$ cat src/design/drlt_pkg.sv
package drlt_pkg;
	localparam int DefInNeurons  = 16;
	localparam int DefOutNeurons = 16;
	localparam int DefDataWidth  = 16;
	localparam int AccW          = 40;

	localparam logic [1:0] REG_LR = 2'd0;
	localparam logic [1:0] REG_IC = 2'd1;
	localparam logic [1:0] REG_NC = 2'd2;

	typedef enum logic [1:0] {
		MODE_WRITE = 2'd0,
		MODE_FWD   = 2'd1,
		MODE_BACK  = 2'd2,
		MODE_UPD   = 2'd3
	} mode_t;

	typedef enum logic [3:0] {
		ST_IDLE,
		ST_ACC,
		ST_FWD_RD,
		ST_FWD_MAC,
		ST_FWD_OUT,
		ST_BK_DLT,
		ST_BK_RD,
		ST_BK_MUL,
		ST_BK_WR,
		ST_BK_OUT,
		ST_UP_RD,
		ST_UP_MUL,
		ST_UP_WR
	} state_t;

	// shared multiplier operation
	typedef struct packed {
		logic signed [31:0] a;
		logic signed [31:0] b;
	} mul_op_t;

	function automatic logic signed [AccW-1:0] round8(input logic signed [AccW-1:0] x);
		logic signed [AccW:0] t;
		t = (AccW+1)'(x) + (AccW+1)'(128);
		return AccW'(t >>> 8);
	endfunction
endpackage

$ cat src/design/drlt_mul.sv
module drlt_mul
	import drlt_pkg::*;
(
	input  logic                clk,
	input  drlt_pkg::mul_op_t   op,
	output logic signed [63:0]  prod_s1
);
	always_ff @(posedge clk) begin
		prod_s1 <= op.a * op.b;
	end
endmodule

$ cat config.mk
export PLATFORM = sky130hd
export DESIGN_NAME = drlt_mul
export DESIGN_NICKNAME = d
export VERILOG_FILES = /design/src/design/drlt_pkg.sv /design/src/design/drlt_mul.sv
export SDC_FILE = /design/constraint.sdc
export NUM_CORES = 2
export LEC_CHECK = 0
export BUFFER_PORTS_ARGS = -buffer_cell sky130_fd_sc_hd__buf_2
export CAP_MARGIN = 10
export CORE_ASPECT_RATIO = 1.2
export CORE_UTILIZATION = 55
export DETAILED_ROUTE_END_ITERATION = 6
export GPL_ROUTABILITY_DRIVEN = 1
export PLACE_DENSITY = 0.7
export SLEW_MARGIN = 20
export SYNTH_ARGS = -nofsm -noshare
export SYNTH_HDL_FRONTEND = slang
export SYNTH_SLANG_ARGS = --single-unit
$ cat constraint.sdc
create_clock -name clk -period 16.2 [get_ports clk]
set_input_delay 0 -clock clk [delete_from_list [all_inputs] [get_ports clk]]
set_output_delay 0 -clock clk [all_outputs]
set_load 0.005 [all_outputs]
Word level (Yosys, flattened, before mapping)
Index checks and enable logic that the tools add are counted.
- memories kept: 0
- register bits after elaboration: 64
- input bits: 65
- word-level logic and storage cells: 2
- bits in read-only memories: 0
- latch bits: 0
- memory bits (writable): 0
- output and inout bits: 64
- divide/modulo/power cells: 0
- mux-type cells: 0
- multipliers: 1
- order comparisons: 0
- reductions and logical operators: 0
- $add $sub $neg: 0
- bitwise logic cells: 0
- shift operators: 0
- equal/unequal tests: 0
- operators with widths (cell ; count):
    32-bit by 32-bit multiplier with 64-bit output ; 1

Logic depth before layout (Yosys ltp)
- depth after elaboration: 1
- mapped depth: 28
- depth with buffers taken out: 27

Worst setup path after synthesis
Ideal clock, no wire load.
- path kind: input to register
- start point: in op[2] (netlist bit)
- end point: reg prod_s1[62]
- buffers on the path: 1
- path slack: 8.939 ns
- data required time: 16.128 ns
- data arrival time: 7.189 ns
- setup time: 0.072 ns
- cell stages on the path: 24
- cells stage by stage: clkbuf_1 -> nand2_1 -> inv_1 -> fa_1 -> fa_1 -> fa_1 -> fa_1 -> inv_1 -> fa_1 -> inv_1 -> fa_1 -> inv_1 -> fa_1 -> inv_1 -> fa_1 -> ha_1 -> and3_1 -> nand2_1 -> or3_1 -> o22a_1 -> o211ai_1 -> a31oi_1 -> o31ai_1 -> xor2_1
- word-level cells in the longest chain between the ends: 1
- RTL lines (element ; line ; source):
    from (decl) ; drlt_mul.sv:5 ; input drlt_pkg::mul_op_t op,
    32-bit by 32-bit multiplier with 64-bit output ; drlt_mul.sv:9 ; prod_s1 <= op.a * op.b;
    to (signal assigned) ; drlt_mul.sv:9 ;
    to (decl) ; drlt_mul.sv:6 ; output logic signed [63:0] prod_s1
No other way between the ends.

Worst setup path in the final report
- start point: in op[5] (netlist bit)
- end point: reg prod_s1[63]
The elaborated chain is that of the path after synthesis.

==> reports/summary.txt <==
Status - completed
Mapped cell area - 37200 um^2
Final ANT Viol Nets - 0
Crit Path Max Fanout - 32
Buf+Inv Stages, Crit Path - 8
Synth Area per Inst - 9.59 um^2
Port buffer count - 128
Cts bufs inserted - 9
Biggest register - prod_s1
Max stage delay cell, worst path - fa_1
Slew headroom - 0.314
Final Cycle Share - 0.531
# DRC - 0
Hold Violations, Final - 0
Worst EP required - 16.56 ns
DR vias - 25961
Max frequency - 116 MHz
Final wirelength - 98.9 mm
GR peak layer - met2
Crit path depth - 26
Hold Path Depth - 3
Number of global-route vias before repair - 29265
Setup violators final - 0
TritonCTS clock tree - done
Hold path startpoint - op[32]
Yosys cell types - 63
Most common cell in the netlist - fa_1
Synth top area share - 0.582
Grt met3 use - 0.0458
Filler cell count - 5927
Clock H-tree levels - 3
Top cells by area, synth - fa_1, inv_1, and2_1
Critical path class - primary input to register
Grt total ovfl - 0
Number of cell rows - 104
Drt pass-1 iters - 6
Global-route wire length before repair - 160 mm
Post-synth EDFFs - 0
Syn Inst Count - 3884
Hold_buf cts - 0
Initial antenna violation count - 7
Main synth FF type - dfxtp_1
GRT Overall Usage - 0.312
FF+latch area - 1280 um^2
Setup Buffers After CTS - 0
Post-CTS sizing - 0
WHS Endpoint - prod_s1[0]
Root buffer cell - clkbuf_16
CTS max path bufs - 2
Synth-to-Final Area Change - 3.98%
List of most frequent post-synthesis cells - fa_1, inv_1, and2_1
Hold Path Class - primary input to register
Initial Util - 0.556
Nets - 5174
Starting DRT DRC Count - 1356
Core area - 67000 um^2
Async set-reset flop share out of synthesis - 0
Area of the multi-input gates - 31600 um^2
Minimum clock period - 8.60 ns
I/O Pins - 129
Post-synthesis net count - 5215
Seq cells post-synth - 64
Setup crit end kind - register
Die Wd - 240 um
Startpoint type of the worst setup path - primary input
Clk slew on worst S/H paths - 0.07 ns
Setup TNS - 0 ns
Yosys warns - 0
Die ar. - 68800 um^2
Routability congestion estimate - 0.904
Layout cell share with drive strength beyond 1 - 0.0481
Slowest stage delay, CP - 0.93 ns
Met1 GRT Util - 0.364
CP most frequent cell - fa_1
Max reg flops - 64
Synth area leader - fa_1
Die H - 287 um
Critical path's top delay family - adder cells
Grt met2 use - 0.543
Post-DP HPWL - 77.5 mm
Worst-Margin Slew - 1.03 ns
Critical path arrival - 8.96 ns
Number of vias per cell - 5.46
Wire per inst - 20.8 um
Largest net degree at the start of global routing - 33
Max-slew violations - 0
RSZ-0062 raised after global routing - no
Clock sink count - 64
Sequential element share of the synthesized area - 0.0344
Max cap viols - 0
Top Registers - prod_s1 x64
[how the worst max path moves through the flow]
| stage | startpoint | to | slack [ns] |
|---|---|---|---|
| floorplan | op[2] | prod_s1[62] | 8.94 |
| global placement | op[5] | prod_s1[63] | 7.46 |
| detailed placement | op[5] | prod_s1[63] | 7.33 |
| CTS | op[5] | prod_s1[63] | 7.76 |
| global route | op[5] | prod_s1[63] | 7.24 |
| finish | op[5] | prod_s1[63] | 7.60 |
[routing by layer]
layer	part of all wire	wire length, um
met3	0.060	5920
met2	0.52	51400
met5	0.00024	24
met4	0.067	6670
met1	0.35	34800
[layout make-up]
class                   count  share of cell area
diodes                      2            0.000129
clock buffers              11             0.00601
clock inverters             5             0.00210
well taps                 901              0.0291
multi-input cells        2668               0.817
repair buffers            148              0.0204
inverters                 952              0.0923
flip-flops and latches     64              0.0331
[cells in the final DEF (no fill, tap or decap), drive strengths merged, types with 4 or more instances in the layout]
master  netlist  final
a211oi        8      8
a21o         25     25
a21oi        68     68
a31oi        13     13
and2        516    516
and3          9      9
and4          4      4
buf           5    148
clkbuf      195     11
dfxtp        64     64
fa         1082   1082
ha          184    184
inv         952    952
nand2       511    511
nand2b        9      9
nand3        15     15
nand4         7      7
nor2         42     42
nor3          7      7
o21a          4      4
o21ai        31     31
o21bai       15     15
o31ai         7      7
or3           5      5
xnor2        53     53
xor2         22     22
[tightest hold or removal path: stages]
cell and delay, ns:
buf_2 0.09, buf_4 0.24, and2_1 0.19
[stage by stage]
step	hold slack (ns)	instances	utilization	cell area, um^2	worst slack [ns]
2_1_floorplan	0.127	3884	-	37200	8.94
3_3_place_gp	0.376	4733	0.573	38400	7.46
3_5_place_dp	0.375	4733	0.573	38400	7.33
4_1_cts	0.156	4749	0.578	38700	7.76
5_1_grt	0.170	4749	0.578	38700	7.24
6_report	0.159	4751	0.578	38700	7.60
[logic make-up (layout without fill, tap and decap cells)]
kind of cell	count (synthesis)	in the layout	synth area share
buffers and inverters	1152	1116	0.116
AND/OR/NAND/NOR	1134	1134	0.154
flip-flops	64	64	0.0344
adder cells (fa/ha/maj)	1266	1266	0.643
AO/OA/AOI/OAI	193	193	0.0346
other	0	2	0
XOR/XNOR	75	75	0.0176
Power is left out: the tool's default activity adds up to more than one toggle a clock period on the data nets, which glitch-free logic cannot reach.
